$ cat config.mk
export PLATFORM = sky130hd
export DESIGN_NAME = css_escape_to_utf8_top
export DESIGN_NICKNAME = d
export VERILOG_FILES = /design/src/rtl/cssesc_pkg.sv /design/src/rtl/cssesc_decode.sv /design/src/rtl/cssesc_out_buf.sv /design/src/rtl/css_escape_to_utf8_top.sv
export SDC_FILE = /design/constraint.sdc
export NUM_CORES = 1
export LEC_CHECK = 0
export BUFFER_PORTS_ARGS = -buffer_cell sky130_fd_sc_hd__clkbuf_2
export CORE_MARGIN = 2
export CORE_UTILIZATION = 55
export DETAILED_ROUTE_END_ITERATION = 16
export PLACE_DENSITY = 0.75
export SLEW_MARGIN = 20
export SYNTH_ARGS = -nofsm -noshare
export SYNTH_HDL_FRONTEND = slang
export SYNTH_SLANG_ARGS = --single-unit
$ cat constraint.sdc
create_clock -name clock -period 7.8 [get_ports clock]
set_input_delay 0.78 -clock clock [delete_from_list [all_inputs] [get_ports clock]]
set_output_delay 0.78 -clock clock [all_outputs]
set_load 0.05 [all_outputs]
$ cat src/rtl/cssesc_pkg.sv
// Shared types, constants and helper functions for the CSS escape decoder.
// No dependencies; every other file in rtl uses this package.
package cssesc_pkg;

   localparam int MAX_HEX_DIGITS_DEFAULT = 6;
   localparam int MAX_RESULTS            = 5;
   localparam int CODE_WIDTH             = 24;
   localparam int COUNT_WIDTH            = 3;

   localparam logic [7:0] BACKSLASH   = 8'h5C;
   localparam logic [CODE_WIDTH-1:0] CODE_LIMIT = 24'h110000;
   localparam logic [CODE_WIDTH-1:0] CODE_4BYTE = 24'h010000;
   localparam logic [CODE_WIDTH-1:0] CODE_3BYTE = 24'h000800;
   localparam logic [CODE_WIDTH-1:0] CODE_2BYTE = 24'h000080;

   localparam logic [7:0] LEAD_2BYTE = 8'hC0;
   localparam logic [7:0] LEAD_3BYTE = 8'hE0;
   localparam logic [7:0] LEAD_4BYTE = 8'hF0;
   localparam logic [7:0] CONT_BYTE  = 8'h80;
   localparam logic [5:0] CONT_MASK  = 6'h3F;

   typedef enum logic [2:0] {
      MODE_PLAIN  = 3'b001,
      MODE_SLASH  = 3'b010,
      MODE_DIGITS = 3'b100
   } mode_type;

   typedef struct packed {
      logic [7:0] in_byte;
      logic       end_of_text;
   } req_type;

   typedef struct packed {
      logic [7:0] out_byte;
      logic       last;
   } rsp_type;

   typedef struct packed {
      mode_type                 mode;
      logic [CODE_WIDTH-1:0]    code_value;
      logic [COUNT_WIDTH-1:0]   digit_count;
   } scan_state_type;

   // Bytes produced by one input item, in order, and how many are meaningful.
   typedef struct packed {
      logic [MAX_RESULTS-1:0][7:0] bytes;
      logic [COUNT_WIDTH-1:0]      count;
   } burst_type;

   // Control between the result buffer and the top level.
   typedef struct packed {
      logic can_load;
      logic busy;
   } buf_status_type;

   typedef struct packed {
      logic       valid;
      logic [3:0] value;
   } hex_type;

   typedef struct packed {
      logic [3:0][7:0] bytes;
      logic [2:0]      count;
   } utf8_type;

   function automatic hex_type hex_value(input logic [7:0] b);
      hex_type h;
      h.valid = 1'b1;
      h.value = 4'd0;
      if (b >= 8'h30 && b <= 8'h39) begin
         h.value = b[3:0];
      end else if ((b >= 8'h41 && b <= 8'h46) || (b >= 8'h61 && b <= 8'h66)) begin
         h.value = b[3:0] + 4'd9;
      end else begin
         h.valid = 1'b0;
      end
      return h;
   endfunction

   function automatic logic is_space(input logic [7:0] b);
      return b == 8'h20 || b == 8'h09 || b == 8'h0A || b == 8'h0D || b == 8'h0C;
   endfunction

   function automatic utf8_type encode_utf8(input logic [CODE_WIDTH-1:0] cp);
      utf8_type u;
      u.bytes = '0;
      u.count = 3'd0;
      if (cp < CODE_2BYTE) begin
         u.bytes[0] = cp[7:0];
         u.count    = 3'd1;
      end else if (cp < CODE_3BYTE) begin
         u.bytes[0] = LEAD_2BYTE | {3'b000, cp[10:6]};
         u.bytes[1] = CONT_BYTE  | {2'b00, cp[5:0] & CONT_MASK};
         u.count    = 3'd2;
      end else if (cp < CODE_4BYTE) begin
         u.bytes[0] = LEAD_3BYTE | {4'b0000, cp[15:12]};
         u.bytes[1] = CONT_BYTE  | {2'b00, cp[11:6]};
         u.bytes[2] = CONT_BYTE  | {2'b00, cp[5:0]};
         u.count    = 3'd3;
      end else if (cp < CODE_LIMIT) begin
         u.bytes[0] = LEAD_4BYTE | {5'b00000, cp[20:18]};
         u.bytes[1] = CONT_BYTE  | {2'b00, cp[17:12]};
         u.bytes[2] = CONT_BYTE  | {2'b00, cp[11:6]};
         u.bytes[3] = CONT_BYTE  | {2'b00, cp[5:0]};
         u.count    = 3'd4;
      end
      return u;
   endfunction

endpackage

$ cat src/rtl/cssesc_decode.sv
// Combinational escape decoder: scan state plus one input beat gives the next
// state and the burst of output bytes. Depends on cssesc_pkg.
module cssesc_decode #(
   parameter int MAX_HEX_DIGITS = cssesc_pkg::MAX_HEX_DIGITS_DEFAULT
) (
   input  cssesc_pkg::req_type        item,
   input  cssesc_pkg::scan_state_type state_cur,
   output cssesc_pkg::scan_state_type state_nxt,
   output cssesc_pkg::burst_type      burst
);

   cssesc_pkg::hex_type  hex;
   cssesc_pkg::utf8_type code_bytes;
   logic                 emit_slash;
   logic                 emit_code;
   logic                 to_plain;
   logic [2:0]           pre_count;

   assign hex        = cssesc_pkg::hex_value(item.in_byte);
   assign code_bytes = cssesc_pkg::encode_utf8(state_cur.code_value);

   always_comb begin
      state_nxt  = state_cur;
      emit_slash = 1'b0;
      emit_code  = 1'b0;
      to_plain   = 1'b0;
      if (item.end_of_text) begin
         emit_slash  = (state_cur.mode == cssesc_pkg::MODE_SLASH);
         emit_code   = (state_cur.mode == cssesc_pkg::MODE_DIGITS);
         state_nxt.mode        = cssesc_pkg::MODE_PLAIN;
         state_nxt.code_value  = '0;
         state_nxt.digit_count = '0;
      end else begin
         unique case (state_cur.mode)
            cssesc_pkg::MODE_SLASH: begin
               if (hex.valid) begin
                  state_nxt.mode        = cssesc_pkg::MODE_DIGITS;
                  state_nxt.code_value  = {20'd0, hex.value};
                  state_nxt.digit_count = 3'd1;
               end else begin
                  emit_slash = 1'b1;
                  to_plain   = 1'b1;
               end
            end
            cssesc_pkg::MODE_DIGITS: begin
               if (hex.valid && state_cur.digit_count < 3'(MAX_HEX_DIGITS)) begin
                  state_nxt.code_value  = {state_cur.code_value[19:0], hex.value};
                  state_nxt.digit_count = state_cur.digit_count + 3'd1;
               end else begin
                  emit_code             = 1'b1;
                  state_nxt.mode        = cssesc_pkg::MODE_PLAIN;
                  state_nxt.code_value  = '0;
                  state_nxt.digit_count = '0;
                  to_plain              = !cssesc_pkg::is_space(item.in_byte);
               end
            end
            default: begin
               to_plain = 1'b1;
            end
         endcase
      end

      // Plain-text handling of the current byte, after any escape output.
      if (to_plain) begin
         if (item.in_byte == cssesc_pkg::BACKSLASH) begin
            state_nxt.mode        = cssesc_pkg::MODE_SLASH;
            state_nxt.code_value  = '0;
            state_nxt.digit_count = '0;
            to_plain              = 1'b0;
         end else begin
            state_nxt.mode = cssesc_pkg::MODE_PLAIN;
         end
      end

      burst.bytes = '0;
      pre_count   = 3'd0;
      if (emit_slash) begin
         burst.bytes[0] = cssesc_pkg::BACKSLASH;
         pre_count      = 3'd1;
      end else if (emit_code) begin
         burst.bytes[3:0] = code_bytes.bytes;
         pre_count        = code_bytes.count;
      end
      if (to_plain) begin
         burst.bytes[pre_count] = item.in_byte;
      end
      burst.count = pre_count + {2'b00, to_plain};
   end

endmodule

$ cat src/rtl/cssesc_out_buf.sv
// Result buffer: holds one burst of up to five bytes and plays it out one beat
// at a time on the result channel. Depends on cssesc_pkg.
module cssesc_out_buf (
   input  logic                        clock,
   input  logic                        reset,
   input  logic                        load,
   input  cssesc_pkg::burst_type       burst,
   output logic                        rsp_valid,
   input  logic                        rsp_stall,
   output cssesc_pkg::rsp_type         rsp_data,
   output cssesc_pkg::buf_status_type  status
);

   logic [cssesc_pkg::MAX_RESULTS-1:0][7:0] bytes_ff, bytes_in;
   logic [2:0] count_ff, count_in;
   logic [2:0] pos_ff, pos_in;
   logic       taken;
   logic       final_beat;

   assign rsp_valid  = (pos_ff != count_ff);
   assign taken      = rsp_valid && !rsp_stall;
   assign final_beat = (pos_ff == count_ff - 3'd1);

   assign status.busy     = rsp_valid;
   assign status.can_load = !rsp_valid || (taken && final_beat);

   always_comb begin
      rsp_data.out_byte = 8'd0;
      if (pos_ff < 3'(cssesc_pkg::MAX_RESULTS)) begin
         rsp_data.out_byte = bytes_ff[pos_ff];
      end
      rsp_data.last = final_beat;
   end

   always_comb begin
      bytes_in = bytes_ff;
      count_in = count_ff;
      pos_in   = pos_ff;
      if (load) begin
         bytes_in = burst.bytes;
         count_in = burst.count;
         pos_in   = 3'd0;
      end else if (taken) begin
         pos_in = pos_ff + 3'd1;
      end
   end

   always_ff @(posedge clock) begin
      bytes_ff <= bytes_in;
      if (reset) begin
         count_ff <= 3'd0;
         pos_ff   <= 3'd0;
      end else begin
         count_ff <= count_in;
         pos_ff   <= pos_in;
      end
   end

endmodule

$ cat src/rtl/css_escape_to_utf8_top.sv
// Top level of the CSS escape to UTF-8 decoder: scan state registers, the
// decoder and the result buffer. Depends on cssesc_pkg, cssesc_decode, cssesc_out_buf.
//
//   Channel   Direction  Handshake             Beat payload
//   req_      in         req_valid/req_stall   in_byte, end_of_text
//   rsp_      out        rsp_valid/rsp_stall   out_byte, last
//
// Each accepted input beat is decoded in the cycle it is accepted and its
// output bytes (none to five) land in the result buffer at that clock edge.
// The buffer plays out one byte per cycle while rsp_stall is low.
// A new input beat is taken in the same cycle as the final byte of the
// previous burst leaves, or at once when the buffer is empty, so plain text
// runs at one byte per cycle when the result channel does not stall.
// Items with no output bytes leave the buffer empty.
// Reset is synchronous and active high; it returns the scanner to plain text
// and empties the buffer. A stalled result channel holds the current byte and
// stalls the input channel for as long as any byte of the burst is waiting.
module css_escape_to_utf8_top #(
   parameter int MAX_HEX_DIGITS = cssesc_pkg::MAX_HEX_DIGITS_DEFAULT
) (
   input  logic                clock,
   input  logic                reset,
   input  logic                req_valid,
   output logic                req_stall,
   input  cssesc_pkg::req_type req_data,
   output logic                rsp_valid,
   input  logic                rsp_stall,
   output cssesc_pkg::rsp_type rsp_data
);

   cssesc_pkg::scan_state_type  state_ff, state_in, state_dec;
   cssesc_pkg::burst_type       burst;
   cssesc_pkg::buf_status_type  buf_status;
   logic                        accept;

   // The input side only waits while earlier bytes still occupy the buffer.
   assign req_stall = !buf_status.can_load;
   assign accept    = req_valid && buf_status.can_load;

   cssesc_decode #(
      .MAX_HEX_DIGITS(MAX_HEX_DIGITS)
   ) u_decode (
      .item      (req_data),
      .state_cur (state_ff),
      .state_nxt (state_dec),
      .burst     (burst)
   );

   cssesc_out_buf u_out_buf (
      .clock     (clock),
      .reset     (reset),
      .load      (accept),
      .burst     (burst),
      .rsp_valid (rsp_valid),
      .rsp_stall (rsp_stall),
      .rsp_data  (rsp_data),
      .status    (buf_status)
   );

   // The scan state only moves on an accepted beat.
   assign state_in = accept ? state_dec : state_ff;

   always_ff @(posedge clock) begin
      if (reset) begin
         state_ff.mode        <= cssesc_pkg::MODE_PLAIN;
         state_ff.code_value  <= '0;
         state_ff.digit_count <= '0;
      end else begin
         state_ff <= state_in;
      end
   end

endmodule
==> results of run 1 <==
-- cells in the mapped netlist, types with 4 or more instances --
| cell type | count |
|---|---|
| a211o_1 | 4 |
| a21oi_1 | 36 |
| a22o_1 | 29 |
| a31oi_1 | 6 |
| and2_1 | 11 |
| buf_1 | 4 |
| buf_2 | 5 |
| clkbuf_1 | 18 |
| dfxtp_1 | 36 |
| edfxtp_1 | 40 |
| ha_1 | 9 |
| inv_1 | 19 |
| mux4_2 | 8 |
| nand2_1 | 50 |
| nand3_1 | 12 |
| nor2_1 | 20 |
| nor3_1 | 10 |
| nor3b_1 | 4 |
| nor4_1 | 7 |
| o21ai_0 | 20 |
| o2bb2ai_1 | 16 |
| or4_1 | 4 |
| xnor2_1 | 7 |
-- logic make-up after synthesis --
| family | count (synthesis) |
|---|---|
| fa+ha+maj | 9 |
| mux | 9 |
| buf+inv | 49 |
| flops | 76 |
| simple gates | 144 |
| compound gates | 140 |
| xor+xnor | 9 |
-- worst reg2reg max path, cell delays in order, from the launching register on --
cell and delay (ns):
dfxtp_1 0.49, nor4_2 0.66, nand2_1 0.40, nor3_4 0.48, or3_1 0.31, nor2_1 0.10
ha_1 0.23, xnor2_1 0.12, a211oi_1 0.22
-- metrics by stage --
step | utilization [%] | hold slack, ns | setup slack [ns] | instance area [sq um]
2_1_floorplan | - | 0.462 | 4.41 | 4360
3_3_place_gp | 58.8 | 0.477 | 4.18 | 4520
3_5_place_dp | 58.9 | 0.483 | 4.07 | 4530
4_1_cts | 61.0 | 0.494 | 4.43 | 4690
5_1_grt | 61.2 | 0.521 | 4.16 | 4700
6_report | 61.2 | 0.492 | 4.41 | 4700
-- per-layer routing --
layer / vias up / GRT usage [%]
met5: - / 0
li1: 1674 / -
met1: 1688 / 38.3
met4: 0 / 8.58
met3: 24 / 5.16
met2: 166 / 37.9
-- state kept, by name, summed over array words and instances (netlist names) --
| register | flops |
|---|---|
| u_out_buf.bytes_ff | 40 |
| state_ff | 30 |
| u_out_buf.count_ff | 3 |
| u_out_buf.pos_ff | 3 |
-- area by class of cell --
type / instances / area (sq um) / area share (%)
Sequential cell: 76 / 1920 / 40.9
Clock inverter: 5 / 30.0 / 0.639
Clock buffer: 11 / 131 / 2.79
Timing Repair Buffer: 28 / 159 / 3.38
Inverter: 19 / 71.3 / 1.52
Tap cell: 102 / 128 / 2.71
Multi-Input combinational cell: 311 / 2260 / 48.1
-- power by group through the flow --
stage	combinational (mW)	sequential, mW	clock, mW
after floorplan	0.114	0.471	0
after global placement	0.142	0.475	0
after detailed placement	0.146	0.478	0
after CTS	0.146	0.469	0.261
after global routing	0.157	0.471	0.282
final	0.146	0.468	0.257
-- worst min-delay path by stage --
stage / startpoint / end / slack, ns / cells past startpoint
floorplan: u_out_buf.count_ff[0]$_SDFFE_PP0P_ / u_out_buf.count_ff[0]$_SDFFE_PP0P_ / 0.46 / 2
global placement: u_out_buf.count_ff[1]$_SDFFE_PP0P_ / u_out_buf.count_ff[1]$_SDFFE_PP0P_ / 0.48 / 2
detailed placement: u_out_buf.count_ff[1]$_SDFFE_PP0P_ / u_out_buf.count_ff[1]$_SDFFE_PP0P_ / 0.48 / 2
CTS: u_out_buf.count_ff[1]$_SDFFE_PP0P_ / u_out_buf.count_ff[1]$_SDFFE_PP0P_ / 0.49 / 2
global route: u_out_buf.count_ff[1]$_SDFFE_PP0P_ / u_out_buf.count_ff[1]$_SDFFE_PP0P_ / 0.52 / 2
finish: u_out_buf.count_ff[1]$_SDFFE_PP0P_ / u_out_buf.count_ff[1]$_SDFFE_PP0P_ / 0.49 / 2
==> impl_metrics.csv, run 1 <==
group,metric,value,unit
sta,tns,0,ns
power_and_ir_drop,swShare,29.6,%
clocking,htree_levels,3,
floorplanning,dieWidth,93.1,microns
global_route,grt_max_degree,46,
finish,layout_common_cells,"nand2_1, edfxtp_1, a21oi_1, dfxtp_1, a22o_1",
setup_path,startpoint_type,"input port",
logic_synthesis,ys.flop_type,"edfxtp_1",
logic_synthesis,synthArstFlopShare,0,%
sta,rsz0062_at_grt,"no",
sta,worstMarginPinSlew,1.04,ns
setup_path,critPathRequiredTime,8.07,ns
floorplanning,core-area,0.00769,sq mm
run_status,status,"finished clean",
sta,finalHoldViolations,0,
logic_synthesis,syn_area_per_cell,10.0,sq um
sta,finalSetupViolCount,0,
logic_synthesis,synthXorXnorAreaFrac,2.15,%
sta,fmax,295,MHz
floorplanning,fp.dieH,93.1,microns
logic_synthesis,synth_top_family_by_area,"compound AO/OA/AOI/OAI gates",
setup_path,critPathCapture,"u_out_buf.count_ff[2]$_SDFFE_PP0P_",
route,vias_per_cell,6.43,
setup_path,worstRegToRegCells,8,
clocking,post-cts-setup-buffers,0,
finish,finalNetCount,467,
clocking,path_clk_slew,0.08,ns
job,max_cap_viol_count,0,
finish,areaGrowthSynthToFinish,7.74,%
sta,drv_slew,0,
power_and_ir_drop,p_sw,258,uW
setup_path,path_max_fanout,12,
setup_path,end_kind,"flop",
placed_design,gp_congestion,0.955,
logic_synthesis,ys_seq_elements,76,
route,drcViolationCount,0,
placed_design,dp_cells,535,
floorplanning,start_util,56.8,%
logic_synthesis,synth.distinct_cells,66,
logic_synthesis,synth_compound_area_share,23.0,%
finish,drive_above_1_share,14.7,%
finish,diodes,0,
logic_synthesis,yosys.area_share.simple,19.2,%
setup_path,path_cells,"clkbuf_2 > inv_1 > ha_1 > or3b_1 > and3_1 > a211oi_4 > a22oi_2 > inv_1 > ha_1 > ha_1 > xnor2_1 > a211oi_1",
sta,fin_crit_sh,43.5,%
global_route,overflow,0,
clocking,cts-root-buf,"clkbuf_8",
clocking,holdBufCountCts,0,
logic_synthesis,yosys.area.top_type_share,27.5,%
setup_path,worstPathArrival,3.66,ns
placed_design,port_buffers,23,
setup_path,rrSetupSlack,4.72,ns
sta,min_period,3.39,ns
setup_path,path_class,"in2reg",
route,route.met2.wl,4700,microns
route,detail_route.wl_per_cell,18.9,microns
finish,final_common_cell,"nand2_1",
power_and_ir_drop,clkPwrFrac,29.5,%
sta,fin_skew,0.0127,ns
route,num_vias,3552,
power_and_ir_drop,combinationalPowerShare,16.7,%
power_and_ir_drop,powerDensity,185,mW/mm^2
clocking,cts_tree,"done",
power_and_ir_drop,p_seq_share,53.7,%
logic_synthesis,syn_nets,458,
clocking,numCtsBuffers,9,
power_and_ir_drop,power,871,uW
placed_design,post-dp-hpwl,7600,microns
setup_path,path_delay_family,"compound AO/OA/AOI/OAI gates",
clocking,clk-insertion-delay-late,0.35,ns
logic_synthesis,syn_area,0.00436,sq mm
logic_synthesis,yosysWarnings,0,
power_and_ir_drop,ir_worst_vdd,0.0959,mV
route,ant_nets,0,
power_and_ir_drop,leakagePower,1.69,nW
setup_path,r2r-end,"u_out_buf.count_ff[2]$_SDFFE_PP0P_",
global_route,grtUsageTotal,25.8,%
logic_synthesis,synth_area_leaders,"edfxtp_1, dfxtp_1, a22o_1",
route,drt_pass1_iterations,5,
clocking,clock_path_buffers,2,
floorplanning,rows,32,
min_path,hp-class,"reg2reg",
logic_synthesis,netlist_instances,436,
route,highest_layer,"met4",
setup_path,crit_start,"req_data[1]",
power_and_ir_drop,power.internal,613,uW
route,drt_first_iter_violations,403,
setup_path,cp.depth,12,
route,routed_wl,10500,microns
floorplanning,ios,24,
setup_path,crit_slowest_cell,"a22oi_2",
clocking,cts.repair.resized,0,
logic_synthesis,synth_seq_area_share,44.0,%
logic_synthesis,synthAdderAreaFrac,2.58,%
setup_path,crit_buf_inv,3,
logic_synthesis,synth_edf_count,40,
finish,fin_cells,552,
setup_path,cp_slowest_stage_delay,0.73,ns
finish,final.fill_count,667,
clocking,clock-sinks,76,
logic_synthesis,yosys.area.top_type,"edfxtp_1",
logic_synthesis,synth_mux_area_share,4.39,%
setup_path,cp_common_cell,"ha_1",
global_route,antenna_found_initial,0,
global_route,grt_first_pass_wirelength,17300,microns
floorplanning,die-area,0.00866,sq mm
global_route,grt_pass1_vias,3179,
sta,slew_headroom,30.2,%
setup_path,rr_startpoint,"state_ff[23]$_SDFFE_PP0P_",
route,met1_length,4720,microns
route,routed-wl-met3,842,microns
No activity file was read; power rests on OpenSTA's default activity.
==> run 2: changes to the inputs <==
==> constraint.sdc (replaced) <==
create_clock -name clock -period 3.3 [get_ports clock]
set_input_delay 0.33 -clock clock [delete_from_list [all_inputs] [get_ports clock]]
set_output_delay 0.33 -clock clock [all_outputs]
set_load 0.05 [all_outputs]
==> impl_metrics.csv, run 2 (same netlist as run 1, synthesis figures left out) <==
group,metric,value,unit
route,drt_first_iter_violations,320,
sta,layout_setup_ws,0.430,ns
sta,rsz0062_at_grt,"no",
finish,reg_top3,"u_out_buf.bytes_ff x40, state_ff x30",
clocking,holdBufCountCts,0,
route,drcViolationCount,0,
clocking,cts.repair.resized,0,
clocking,clock_path_buffers,2,
route,detail_route.wl_per_cell,19.2,microns
sta,finalSetupViolCount,0,
sta,drv_slew,0,
finish,largest_register_ffs,40,
floorplanning,ios,24,
finish,finalNetCount,482,
setup_path,startpoint_type,"flop",
global_route,overflow,0,
floorplanning,start_util,56.8,%
min_path,hold_depth,4,
clocking,numCtsBuffers,9,
clocking,post-cts-setup-buffers,0,
sta,worstMarginPinSlew,1.04,ns
setup_path,path_max_fanout,13,
setup_path,worstPathArrival,2.98,ns
finish,layout_common_cells,"nand2_1, edfxtp_1, a21oi_1, dfxtp_1, a22o_1",
finish,areaGrowthSynthToFinish,11.0,%
finish,multiInputGateArea,0.00225,sq mm
placed_design,port_buffers,23,
global_route,grt_pass1_vias,3230,
placed_design,gp_congestion,0.945,
route,drt_pass1_iterations,5,
floorplanning,fp.dieH,93.1,microns
clocking,cts-root-buf,"clkbuf_8",
clocking,clk-insertion-delay-late,0.36,ns
finish,diodes,0,
min_path,whs_endpoint,"u_out_buf.pos_ff[1]$_SDFFE_PP0P_",
global_route,grt_first_pass_wirelength,17200,microns
setup_path,rrSetupSlack,0.43,ns
sta,slew_headroom,29.9,%
setup_path,cp_common_cell,"nor3_4",
setup_path,end_kind,"flop",
setup_path,path_class,"reg2reg",
finish,final_common_cell,"nand2_1",
route,routed_wl,10900,microns
setup_path,path_delay_family,"simple AND/OR/NAND/NOR gates",
floorplanning,die-area,0.00866,sq mm
setup_path,crit_slowest_cell,"or4_1",
sta,finalHoldViolations,0,
power_and_ir_drop,leakagePower,1.78,nW
clocking,clock-sinks,76,
power_and_ir_drop,ir_worst_vdd,0.284,mV
sta,fmax,348,MHz
sta,fin_crit_sh,87.0,%
finish,drive_above_1_share,17.2,%
global_route,antenna_found_initial,0,
route,num_vias,3526,
floorplanning,dieWidth,93.1,microns
min_path,hp-class,"in2reg",
sta,tns,0,ns
setup_path,r2r-end,"u_out_buf.bytes_ff[2]$_DFFE_PP_",
global_route,grtUsageTotal,26.0,%
setup_path,path_cells,"or4_1 > or2_2 > nor3_4 > nor4_4 > nor3_4 > mux2_1",
clocking,htree_levels,3,
finish,regMostFlops,"u_out_buf.bytes_ff",
setup_path,cp_slowest_stage_delay,0.62,ns
clocking,cts_tree,"done",
sta,fin_skew,0.0116,ns
placed_design,post-dp-hpwl,7920,microns
floorplanning,core-area,0.00769,sq mm
finish,final.fill_count,655,
min_path,min_from,"rsp_stall",
global_route,grt_max_degree,46,
floorplanning,rows,32,
setup_path,worstRegToRegCells,6,
setup_path,rr_startpoint,"state_ff[14]$_SDFFE_PP0P_",
setup_path,critPathRequiredTime,3.41,ns
route,ant_nets,0,
route,vias_per_cell,6.22,
clocking,path_clk_slew,0.08,ns
job,max_cap_viol_count,0,
finish,seqCellArea,0.00192,sq mm
placed_design,place_ws,0.191,ns
run_status,status,"finished clean",
power_and_ir_drop,powerDensity,448,mW/mm^2
setup_path,crit_buf_inv,0,
sta,min_period,2.87,ns
-- run 2: final cells by class --
| class | count | area share (%) |
|---|---|---|
| clock inverter | 6 | 1.29 |
| tap | 102 | 2.63 |
| sequential | 76 | 39.7 |
| inverter | 19 | 1.47 |
| clock buffer | 10 | 2.63 |
| multi-input combinational | 311 | 46.6 |
| timing repair buffer | 43 | 5.73 |
-- run 2: worst reg2reg max path, delay by kind of cell, from the launching register on --
family,cells,cell delay [ns]
flops,1,0.38
mux,1,0.36
simple gates,5,1.88
-- run 2: power breakdown --
group | internal, mW | switching, mW | leakage, nW
registers | 1.08 | 0.0246 | 0.687
clock network | 0.350 | 0.354 | 0.0924
logic | 0.113 | 0.253 | 0.997
total | 1.54 | 0.632 | 1.78
-- run 2: per-layer routing --
metal / global-route usage (%) / up-vias / part of all wire (%)
li1: - / 1694 / -
met1: 37.9 / 1684 / 47
met2: 38.6 / 130 / 45
met3: 3.87 / 18 / 6.1
met4: 11.8 / 0 / 2.2
met5: 0 / - / 0
-- run 2: worst max path at each step --
stage                                       startpoint                                  to  slack [ns]  cells past startpoint
CTS                          state_ff[14]$_SDFFE_PP0P_     u_out_buf.bytes_ff[2]$_DFFE_PP_        0.47                      6
floorplan                                  req_data[1]  u_out_buf.count_ff[2]$_SDFFE_PP0P_        0.36                     13
global route        u_out_buf.count_ff[2]$_SDFFE_PP0P_            state_ff[2]$_SDFFE_PP0P_        0.21                      7
detailed placement                         req_data[1]     u_out_buf.bytes_ff[3]$_DFFE_PP_        0.19                      9
global placement                           req_data[1]     u_out_buf.bytes_ff[3]$_DFFE_PP_        0.26                      9
finish                       state_ff[14]$_SDFFE_PP0P_     u_out_buf.bytes_ff[2]$_DFFE_PP_        0.43                      6
-- run 2: stage by stage --
stage                     power, mW  util [%]  std cells  hold WS (ns)  instance area (sq um)
after CTS                      2.17      63.0        567         0.304                   4840
after detailed placement       1.49      60.5        551         0.486                   4650
final                          2.17      63.0        567         0.306                   4840
after global routing           2.25      63.0        567         0.344                   4840
after floorplan                1.38         -        436         0.462                   4360
after global placement         1.48      60.5        551         0.481                   4650
==> run 3: changes to the inputs <==
--- a/config.mk
+++ b/config.mk
@@ -10,6 +10,7 @@
 export CORE_UTILIZATION = 55
 export DETAILED_ROUTE_END_ITERATION = 16
 export PLACE_DENSITY = 0.75
+export SETUP_SLACK_MARGIN = 0.5
 export SLEW_MARGIN = 20
 export SYNTH_ARGS = -nofsm -noshare
 export SYNTH_HDL_FRONTEND = slang
==> impl_metrics.csv, run 3 (same netlist as run 1, synthesis figures left out) <==
group,metric,value,unit
run_status,status,"finished clean",
clocking,clk-insertion-delay-late,0.35,ns
setup_path,end_kind,"flop",
sta,fin_skew,0.0105,ns
clocking,clock_path_buffers,2,
sta,tns,0,ns
floorplanning,rows,32,
floorplanning,ios,24,
power_and_ir_drop,leakagePower,1.77,nW
setup_path,rrSetupSlack,0.56,ns
placed_design,gp_congestion,0.956,
sta,finalHoldViolations,0,
clocking,numCtsBuffers,9,
sta,worstMarginPinSlew,0.854,ns
finish,drive_above_1_share,18.2,%
finish,largest_register_ffs,40,
global_route,grt_max_degree,46,
route,drcViolationCount,0,
setup_path,worstPathArrival,2.84,ns
floorplanning,core-area,0.00769,sq mm
floorplanning,dieWidth,93.1,microns
setup_path,critPathRequiredTime,3.40,ns
power_and_ir_drop,ir_worst_vdd,0.253,mV
clocking,clock-sinks,76,
floorplanning,fp.dieH,93.1,microns
placed_design,post-dp-hpwl,8080,microns
route,vias_per_cell,6.27,
clocking,path_clk_slew,0.08,ns
sta,min_period,2.74,ns
placed_design,dp_cells,547,
route,ant_nets,0,
finish,regMostFlops,"u_out_buf.bytes_ff",
route,num_vias,3538,
sta,slew_headroom,42.9,%
global_route,grt_pass1_vias,3263,
finish,final.fill_count,674,
setup_path,path_class,"reg2reg",
floorplanning,start_util,56.8,%
global_route,grtUsageTotal,27.2,%
job,max_cap_viol_count,0,
min_path,hp-class,"in2reg",
finish,areaGrowthSynthToFinish,11.7,%
finish,layout_common_cells,"nand2_1, edfxtp_1, dfxtp_1",
route,detail_route.wl_per_cell,19.6,microns
sta,worst_hold_slack,0.326,ns
finish,finalNetCount,479,
route,drt_pass1_iterations,5,
power_and_ir_drop,powerDensity,458,mW/mm^2
finish,final_common_cell,"nand2_1",
global_route,antenna_found_initial,0,
finish,diodes,0,
clocking,cts_tree,"done",
sta,fin_crit_sh,83.1,%
setup_path,path_max_fanout,13,
finish,final_core_util,63.4,%
sta,fmax,365,MHz
global_route,grt_first_pass_wirelength,18100,microns
placed_design,port_buffers,23,
clocking,cts-root-buf,"clkbuf_8",
route,routed_wl,11100,microns
global_route,overflow,0,
sta,rsz0062_at_grt,"yes",
floorplanning,die-area,0.00866,sq mm
clocking,htree_levels,3,
finish,fin_cells,564,
finish,reg_top3,"u_out_buf.bytes_ff x40, state_ff x30",
sta,drv_slew,0,
sta,finalSetupViolCount,0,
route,drt_first_iter_violations,363,
setup_path,startpoint_type,"flop",
## run 3: metal layers
layer / track usage (%) / routed length (microns)
met5: 0 / 0
met1: 39.5 / 5050
met4: 5.27 / 131
met3: 5.48 / 678
met2: 42.9 / 5200
## run 3: power by group
part           internal [mW]  switching, mW  total (mW)
Sequential              1.08         0.0230        1.10
Clock                  0.426          0.342       0.768
Combinational          0.113          0.253       0.366
Total                   1.61          0.618        2.23
## run 3: final timing paths
| check | startpoint | to | cells past startpoint |
|---|---|---|---|
| setup / recovery | state_ff[14]$_SDFFE_PP0P_ | u_out_buf.bytes_ff[2]$_DFFE_PP_ | 6 |
| setup reg to reg | state_ff[14]$_SDFFE_PP0P_ | u_out_buf.bytes_ff[2]$_DFFE_PP_ | 6 |
| hold reg to reg | u_out_buf.count_ff[0]$_SDFFE_PP0P_ | u_out_buf.count_ff[0]$_SDFFE_PP0P_ | 2 |
| hold / removal | rsp_stall | u_out_buf.pos_ff[1]$_SDFFE_PP0P_ | 4 |
## run 3: final cells by class
type	count	area (sq um)	share of cell area, %
clock buffers	10	128	2.62
clock inverters	6	88.8	1.82
inverters	19	71.3	1.46
multi-input cells	311	2280	46.8
flip-flops and latches	76	1920	39.4
well taps	102	128	2.62
repair buffers	40	255	5.23
## run 3: what timing repair did
action,4_1_cts,5_1_grt
resized for setup,0,2
pin swaps,1,0
hold buffers,0,0
endpoints found under the setup margin,2,4
setup buffers,1,0
## run 3: stage by stage
| stage | power, mW | setup slack (ns) | instance area [sq um] |
|---|---|---|---|
| 2_1_floorplan | 1.38 | 0.532 | 4390 |
| 3_3_place_gp | 1.48 | 0.269 | 4640 |
| 3_5_place_dp | 1.49 | 0.247 | 4640 |
| 4_1_cts | 2.24 | 0.553 | 4870 |
| 5_1_grt | 2.32 | 0.430 | 4880 |
| 6_report | 2.23 | 0.558 | 4880 |
## run 3: worst max-delay path, stage by stage (launching register included)
cell and delay, ns:
dfxtp_1 0.37, or4_1 0.63, or2_2 0.45, nor3_4 0.27, nor4_4 0.11, nor3_4 0.27, mux2_1 0.38
